===== src/hw/rtl/triangle_mesh_hit_test_defines.svh =====
// Assertion macros shared by the hit test RTL.
`ifndef TRIANGLE_MESH_HIT_TEST_DEFINES_SVH
`define TRIANGLE_MESH_HIT_TEST_DEFINES_SVH

// same-cycle implication, disabled during reset
`define TMHT_ASSERT_IMP(lbl, ante, cons, msg) \
	lbl: assert property (@(posedge clk) disable iff (!arst_n) (ante) |-> (cons)) else $error(msg);

// next-cycle implication, disabled during reset
`define TMHT_ASSERT_NXT(lbl, ante, cons, msg) \
	lbl: assert property (@(posedge clk) disable iff (!arst_n) (ante) |=> (cons)) else $error(msg);

`endif


===== src/hw/rtl/tmht_pkg.sv =====
// Types and constants of the triangle mesh hit test.
package tmht_pkg;
	localparam int unsigned FRACTION_BITS_DEF = 16;
	localparam int unsigned COORD_W = 32;
	localparam int unsigned PROD_W  = 2 * COORD_W;
	localparam int unsigned DIFF_W  = COORD_W + 1;
	localparam int unsigned SPLIT_W = 16;
	localparam int unsigned HALF_W  = DIFF_W - SPLIT_W;
	localparam int unsigned PART_W  = DIFF_W + HALF_W;
	localparam int unsigned ACC_W   = 2 * DIFF_W + 2;
	localparam int unsigned ADDR_W  = 5;
	localparam int unsigned DATA_W  = 32;
	localparam int unsigned QDEPTH  = 2;
	localparam logic signed [COORD_W-1:0] ONE_Q = 32'sh0001_0000;

	typedef enum logic [2:0] {
		REG_M11 = 3'd0,
		REG_M12 = 3'd1,
		REG_M13 = 3'd2,
		REG_M21 = 3'd3,
		REG_M22 = 3'd4,
		REG_M23 = 3'd5
	} reg_idx_t;

	typedef struct packed {
		logic signed [COORD_W-1:0] m11;
		logic signed [COORD_W-1:0] m12;
		logic signed [COORD_W-1:0] m13;
		logic signed [COORD_W-1:0] m21;
		logic signed [COORD_W-1:0] m22;
		logic signed [COORD_W-1:0] m23;
	} matrix_t;

	// transformed triangle plus query, front to back
	typedef struct packed {
		logic signed [COORD_W-1:0] px;
		logic signed [COORD_W-1:0] py;
		logic signed [COORD_W-1:0] x0;
		logic signed [COORD_W-1:0] y0;
		logic signed [COORD_W-1:0] x1;
		logic signed [COORD_W-1:0] y1;
		logic signed [COORD_W-1:0] x2;
		logic signed [COORD_W-1:0] y2;
		logic                      use_parity;
		logic                      last_tri;
	} entry_t;
endpackage


===== src/hw/rtl/tmht_if.sv =====


interface tmht_out_if;
	logic valid;
	logic ready;
	logic inside_res;
	modport source(output valid, inside_res, input ready);
	modport sink(input valid, inside_res, output ready);
endinterface


===== src/hw/rtl/tmht_back.sv =====
// Back end: exact sign tests on one shared multiplier, accumulators, result register.
`include "triangle_mesh_hit_test_defines.svh"
module tmht_back (
	input  logic             clk,
	input  logic             arst_n,
	input  tmht_pkg::entry_t head,
	input  logic             head_valid,
	output logic             pop,
	tmht_out_if.source       result
);
	localparam int unsigned DW = tmht_pkg::DIFF_W;
	localparam int unsigned AW = tmht_pkg::ACC_W;
	localparam int unsigned SW = tmht_pkg::SPLIT_W;
	localparam logic [2:0] ST_LOAD    = 3'd0;
	localparam logic [2:0] ST_DONE    = 3'd6;
	localparam logic [2:0] FIRST_EDGE = 3'd3;
	localparam logic [2:0] LAST_OP    = 3'd5;

	logic busy_q;
	logic [2:0] k_q, st_q;
	logic signed [DW-1:0] a_q, b_q, c_q, d_q;
	logic edge_ok_q;
	logic signed [tmht_pkg::PART_W-1:0] prod_q;
	logic shift_q, sub_q;
	logic signed [AW-1:0] acc_q;
	logic neg_q, pos_q, parity_q, hit_q;
	logic out_valid_q, inside_q;

	logic signed [31:0] tx [3];
	logic signed [31:0] ty [3];
	logic [1:0] ei, ej;
	logic signed [31:0] xi, yi, xj, yj, x1, y1, x2, y2, px, py;
	logic signed [DW-1:0] na, nb, nc, nd;
	logic n_ok, swap;
	logic sel_c, hi;
	logic signed [DW-1:0] m_a, m_b;
	logic signed [tmht_pkg::HALF_W-1:0] half;
	logic signed [tmht_pkg::PART_W-1:0] mul;
	logic signed [AW-1:0] term;
	logic neg, pos, flip, par_n, hit_n, can_finish;

	assign tx[0] = head.x0;
	assign tx[1] = head.x1;
	assign tx[2] = head.x2;
	assign ty[0] = head.y0;
	assign ty[1] = head.y1;
	assign ty[2] = head.y2;
	assign px = head.px;
	assign py = head.py;

	// operand selection for op k: crosses 0..2, edges 3..5
	always_comb begin
		ei = (k_q >= FIRST_EDGE) ? 2'(k_q - FIRST_EDGE) : k_q[1:0];
		ej = (ei == 2'd2) ? 2'd0 : ei + 2'd1;
		xi = tx[ei];
		yi = ty[ei];
		xj = tx[ej];
		yj = ty[ej];
		swap = (yi > yj);
		x1 = swap ? xj : xi;
		y1 = swap ? yj : yi;
		x2 = swap ? xi : xj;
		y2 = swap ? yi : yj;
		if (k_q < FIRST_EDGE) begin
			na = {px[31], px} - {xi[31], xi};
			nb = {py[31], py} - {yj[31], yj};
			nc = {py[31], py} - {yi[31], yi};
			nd = {px[31], px} - {xj[31], xj};
			n_ok = 1'b0;
		end else begin
			na = {x2[31], x2} - {x1[31], x1};
			nb = {py[31], py} - {y1[31], y1};
			nc = {px[31], px} - {x1[31], x1};
			nd = {y2[31], y2} - {y1[31], y1};
			n_ok = (yi != yj) && (py > y1) && (py <= y2);
		end
	end

	// steps 1..4 issue a*b lo/hi, c*d lo/hi; steps 2..5 accumulate
	always_comb begin
		sel_c = (st_q == 3'd3) || (st_q == 3'd4);
		hi    = (st_q == 3'd2) || (st_q == 3'd4);
		m_a   = sel_c ? c_q : a_q;
		m_b   = sel_c ? d_q : b_q;
		half  = hi ? m_b[DW-1:SW] : {1'b0, m_b[SW-1:0]};
		mul   = m_a * half;
		term  = shift_q ? (AW'(prod_q) <<< SW) : AW'(prod_q);
	end

	assign neg   = acc_q[AW-1];
	assign pos   = !neg && (acc_q != '0);
	assign flip  = edge_ok_q && pos;
	assign par_n = parity_q ^ flip;
	assign hit_n = hit_q | !(neg_q && pos_q);
	assign can_finish = !head.last_tri || !out_valid_q || result.ready;
	assign pop = busy_q && (k_q == LAST_OP) && (st_q == ST_DONE) && can_finish;

	assign result.valid      = out_valid_q;
	assign result.inside_res = inside_q;

	always_ff @(posedge clk or negedge arst_n) begin
		if (!arst_n) begin
			busy_q      <= 1'b0;
			k_q         <= '0;
			st_q        <= ST_LOAD;
			neg_q       <= 1'b0;
			pos_q       <= 1'b0;
			parity_q    <= 1'b0;
			hit_q       <= 1'b0;
			out_valid_q <= 1'b0;
		end else begin
			if (out_valid_q && result.ready) out_valid_q <= 1'b0;
			if (!busy_q) begin
				if (head_valid) begin
					busy_q <= 1'b1;
					k_q    <= '0;
					st_q   <= ST_LOAD;
					neg_q  <= 1'b0;
					pos_q  <= 1'b0;
				end
			end else if (st_q != ST_DONE) begin
				st_q <= st_q + 3'd1;
			end else if (k_q < FIRST_EDGE) begin
				neg_q <= neg_q | neg;
				pos_q <= pos_q | pos;
				k_q   <= k_q + 3'd1;
				st_q  <= ST_LOAD;
			end else if (k_q != LAST_OP) begin
				parity_q <= par_n;
				k_q      <= k_q + 3'd1;
				st_q     <= ST_LOAD;
			end else if (can_finish) begin
				busy_q <= 1'b0;
				if (head.last_tri) begin
					out_valid_q <= 1'b1;
					parity_q    <= 1'b0;
					hit_q       <= 1'b0;
				end else begin
					parity_q <= par_n;
					hit_q    <= hit_n;
				end
			end
		end
	end

	always_ff @(posedge clk) begin
		if (busy_q && st_q == ST_LOAD) begin
			a_q       <= na;
			b_q       <= nb;
			c_q       <= nc;
			d_q       <= nd;
			edge_ok_q <= n_ok;
			acc_q     <= '0;
		end
		if (busy_q && st_q >= 3'd1 && st_q <= 3'd4) begin
			prod_q  <= mul;
			shift_q <= hi;
			sub_q   <= sel_c;
		end
		if (busy_q && st_q >= 3'd2 && st_q <= 3'd5)
			acc_q <= sub_q ? acc_q - term : acc_q + term;
		if (pop && head.last_tri)
			inside_q <= head.use_parity ? par_n : hit_n;
	end

	`TMHT_ASSERT_IMP(a_pop_busy, pop, busy_q && head_valid, "pop without a held entry")
	`TMHT_ASSERT_NXT(a_pop_free, pop, !busy_q, "still busy after finishing an item")
	`TMHT_ASSERT_IMP(a_seq_range, busy_q, k_q <= LAST_OP && st_q <= ST_DONE, "sequencer out of range")
	`TMHT_ASSERT_NXT(a_emit, pop && head.last_tri, out_valid_q, "last triangle gave no result")
endmodule


===== src/flat_wrapper.sv =====
// flat-port wrapper written by rule: the top's interface ports become plain ports
module tmht_back_flat 
  (clk, arst_n, head, head_valid, pop, result_valid, result_inside_res, result_ready);
  tmht_out_if result_i ();
  input  logic clk;
  input  logic arst_n;
  input  tmht_pkg::entry_t head;
  input  logic head_valid;
  output logic pop;
  output wire logic [$bits(result_i.valid)-1:0] result_valid;
  output wire logic [$bits(result_i.inside_res)-1:0] result_inside_res;
  input wire logic [$bits(result_i.ready)-1:0] result_ready;
  assign result_valid = result_i.valid;
  assign result_inside_res = result_i.inside_res;
  assign result_i.ready = result_ready;
  tmht_back u_core (.clk(clk), .arst_n(arst_n), .head(head), .head_valid(head_valid), .pop(pop), .result(result_i));
endmodule

===== config.mk =====
export PLATFORM = sky130hd
export DESIGN_NAME = tmht_back_flat
export DESIGN_NICKNAME = d
export VERILOG_FILES = /design/src/hw/rtl/tmht_pkg.sv /design/src/hw/rtl/tmht_if.sv /design/src/hw/rtl/tmht_back.sv /design/src/flat_wrapper.sv
export VERILOG_INCLUDE_DIRS = /design/src /design/src/hw/rtl
export SDC_FILE = /design/constraint.sdc
export NUM_CORES = 2
export LEC_CHECK = 0
export ABC_AREA = 1
export BUFFER_PORTS_ARGS = -buffer_cell sky130_fd_sc_hd__buf_2
export CAP_MARGIN = 20
export CELL_PAD_IN_SITES_DETAIL_PLACEMENT = 0
export CELL_PAD_IN_SITES_GLOBAL_PLACEMENT = 1
export CORE_MARGIN = 2
export CORE_UTILIZATION = 45
export CTS_BUF_LIST = sky130_fd_sc_hd__clkbuf_2 sky130_fd_sc_hd__clkbuf_4 sky130_fd_sc_hd__clkbuf_8
export DETAILED_ROUTE_END_ITERATION = 10
export GPL_ROUTABILITY_DRIVEN = 0
export HOLD_SLACK_MARGIN = 0.06
export PLACE_DENSITY = 0.85
export SLEW_MARGIN = 20
export SYNTH_ARGS = -nofsm -noshare
export SYNTH_HDL_FRONTEND = slang
export SYNTH_SLANG_ARGS = --single-unit

===== constraint.sdc =====
create_clock -name clk -period 23.7 [get_ports clk]
set_input_delay 3.555 -clock clk [delete_from_list [all_inputs] [get_ports clk]]
set_output_delay 3.555 -clock clk [all_outputs]
set_load 0.01 [all_outputs]

==> results.json <==
{
  "initial_core_util_pct": 45.46,
  "num_rows": 126,
  "routed-via-count": 53010,
  "clock.fmax_mhz": 94.39,
  "antenna_found_initial": 9,
  "drc": 0,
  "grt_max_degree": 138,
  "cts_tree": "yes",
  "crit_top_cell": "nand2_1",
  "drive_above_1_share_pct": 6.700,
  "grt_pass1_vias": 51730,
  "cp_slowest_stage_delay_ns": 0.80,
  "required_ns": 24.11,
  "critPathLaunchType": "input port",
  "synth_area_sq_um": 53750,
  "clock_path_buffers": 3,
  "dp_slack_ns": 12.58,
  "routed_wl_mm": 195.3,
  "dieArea_sq_um": 122200,
  "firstDrtPassIters": 6,
  "syn-instance-count": 7696,
  "cts.clk_slew.worst_paths_ns": 0.06,
  "fin_ws_ns": 13.11,
  "dpl.cell_count": 9350,
  "core_area_sq_um": 118200,
  "synth_top_area_share_pct": 20.22,
  "cts.sinks": 266,
  "path_class": "in2reg",
  "yosysWarnings": 0,
  "place_hpwl_mm": 162.9,
  "async_flop_share_pct": 4.511,
  "cap_violations": 0,
  "grt.overflow.total": 0,
  "routedWlPerCell_microns": 20.67,
  "stdcell_count": 9448,
  "synth_ff_type": "edfxtp_1",
  "cts_resized": 0,
  "avgSynthCellArea_sq_um": 6.984,
  "final_util_pct": 49.02,
  "grt_pass1_wl_mm": 295.4,
  "synth.area.top_cells": "fa_1 (20%), edfxtp_1 (14%), nand2_1 (12%), ha_1 (11%), inv_1 (10%)",
  "cts_inserted_buffers": 53,
  "ant_nets": 0,
  "syn-num-nets": 8971,
  "synth_cell_types": 65,
  "port_buffers": 264,
  "synth_seq_cells": 266,
  "setup_viol": 0,
  "fin_setup_tns_ns": 0,
  "io_pins": 265,
  "die_width_microns": 349.6,
  "outcome": "completed",
  "finalCriticalPeriod_ns": 10.59,
  "root_buffer": "clkbuf_8",
  "routed_via_density": 5.611,
  "arrival_ns": 11.01,
  "postCtsSetupRepairBufs": 0,
  "crit_path_end_kind": "flip-flop",
  "finClkSkew_ns": 0.08038,
  "seq_area_frac_synth_pct": 14.75,
  "worst_slew_pin_slew_ns": 1.146,
  "hold_viol_final": 0,
  "yosysTopAreaCell": "fa_1",
  "fin_crit_sh_pct": 44.70,
  "ctsHoldBuffers": 0,
  "crit_slowest_cell": "buf_4",
  "areaGrowthSynthToFinish_pct": 7.831,
  "cts_htree_levels": 2,
  "first_iter_violations": 4446,
  "clk_latency_ns": 0.74,
  "synth_edf_count": 254,
  "rsz0062_at_grt": "no",
  "nets": 9144,
  "die_h_microns": 349.6,
  "path_max_fanout": 122,
  "hold_path.class": "reg2reg",
  "max_slew_margin_pct": 22.90,
  "grt_util_all_layers_pct": 31.52,
  "finalMaxSlewViolations": 0
}
## cell type report
| cell class | count | area, sq um |
|---|---|---|
| multi-input combinational | 5720 | 39410 |
| tap | 1536 | 1922 |
| antenna | 1 | 2.502 |
| clock inverter | 24 | 322.8 |
| clock buffer | 73 | 892.1 |
| sequential | 266 | 7928 |
| inverter | 1492 | 5608 |
| fill | 12150 | 60280 |
| timing repair buffer | 336 | 1874 |
## final timing paths
kind | start | endpoint | slack, ns | depth (start not counted)
min | u_core.neg_q | u_core.neg_q | 0.51 | 2
min reg2reg | u_core.neg_q | u_core.neg_q | 0.51 | 2
max in group asynchronous | arst_n | u_core.st_q[0] | 20.76 | 1
max | head[95] | u_core.a_q[30] | 13.11 | 37
max reg2reg | u_core.st_q[0] | u_core.prod_q[45] | 13.56 | 37
min in group asynchronous | arst_n | u_core.result.valid | 2.71 | 1
## Yosys cell counts, types with 4 or more instances
cell and n:
xnor2_1 51, buf_1 19, fa_1 543, buf_2 9, nor2_1 709, nand3b_1 20, nand3_1 222, xor2_1 111
inv_1 1464, a211oi_1 9, nand4_1 48, clkbuf_1 180, o21ai_2 12, nand2_1 1702, nor2_2 9, a31oi_1 64
buf_4 4, a221oi_1 13, o22ai_1 11, dfrtp_1 12, a21o_1 10, a41oi_1 4, mux2i_1 4, and2_1 11
o21ai_1 74, or2_2 15, o21bai_1 19, a21boi_0 17, o21ai_0 589, nor4_1 25, nand2_4 4, o221ai_1 112
edfxtp_1 254, inv_2 19, ha_1 470, buf_6 6, o211ai_1 24, a21oi_1 638, nor3_1 56, o31ai_1 18
o21a_1 55, clkinv_1 8, nand2_2 15
## kinds of logic (layout without fill, tap and decap cells)
logic type                 Yosys count  after routing  synth area share, %
buffers and inverters             1710           1925                12.08
xor gates and xnor gates           162            162                2.640
and+or+nand+nor                   2854           2854                21.58
DFF                                266            266                14.75
adders and majority gates         1013           1013                31.16
AOI/OAI and AO/OA                 1687           1687                17.71
other                                0              1                    0
muxes                                4              4              0.07449
## metrics by stage
stage / cell area (sq um) / hold WS [ns]
after floorplan: 53750 / 0.4631
after global placement: 56740 / 0.5055
after detailed placement: 56740 / 0.5055
after CTS: 57960 / 0.5173
after global routing: 57960 / 0.5546
final: 57960 / 0.5103
## state kept, by name (all words and copies together) (netlist names), 3 cells and up
name           count
u_core.d_q        33
u_core.k_q         3
u_core.b_q        33
u_core.prod_q     50
u_core.acc_q      68
u_core.c_q        33
u_core.a_q        33
u_core.st_q        3
## cell usage in the layout, fill, tap and decap left out, types with 12 or more instances in the layout
master / Yosys / final
nor2_1: 709 / 708
a21boi_0: 17 / 17
nor4_1: 25 / 25
clkbuf_4: 0 / 18
nor3_1: 56 / 55
nand2_2: 15 / 15
o221ai_1: 112 / 112
nand4_1: 48 / 48
nand3_1: 222 / 222
o21ai_2: 12 / 16
xnor2_1: 51 / 51
o21a_1: 55 / 55
dfrtp_1: 12 / 12
a21oi_1: 638 / 636
fa_1: 543 / 543
buf_2: 9 / 264
o21ai_1: 74 / 73
nand3b_1: 20 / 20
buf_4: 4 / 71
edfxtp_1: 254 / 254
o211ai_1: 24 / 24
o21bai_1: 19 / 19
a221oi_1: 13 / 13
nand2_1: 1702 / 1701
o31ai_1: 18 / 18
a31oi_1: 64 / 64
clkbuf_8: 0 / 55
o21ai_0: 589 / 584
or2_2: 15 / 15
ha_1: 470 / 470
xor2_1: 111 / 111
inv_2: 19 / 18
inv_1: 1464 / 1464
clkinv_1: 8 / 14
## worst max-delay path: cells and delay by family
family                   cells  cell delay [ns]
adder cells (fa/ha/maj)      2             0.84
buffers and inverters        7             1.66
AO/OA/AOI/OAI               13             3.02
AND/OR/NAND/NOR             15             1.93
## per-layer routing
metal | share of wire (%) | up-vias | GRT usage [%]
li1 | - | 25210 | -
met1 | 38 | 24930 | 37.30
met2 | 47 | 2276 | 53.90
met3 | 7.4 | 580 | 4.805
met4 | 7.2 | 16 | 19.15
met5 | 0.055 | - | 0
Power is not shown: default switching activity piles up to over one toggle a cycle in this logic, so the estimate is an artifact.
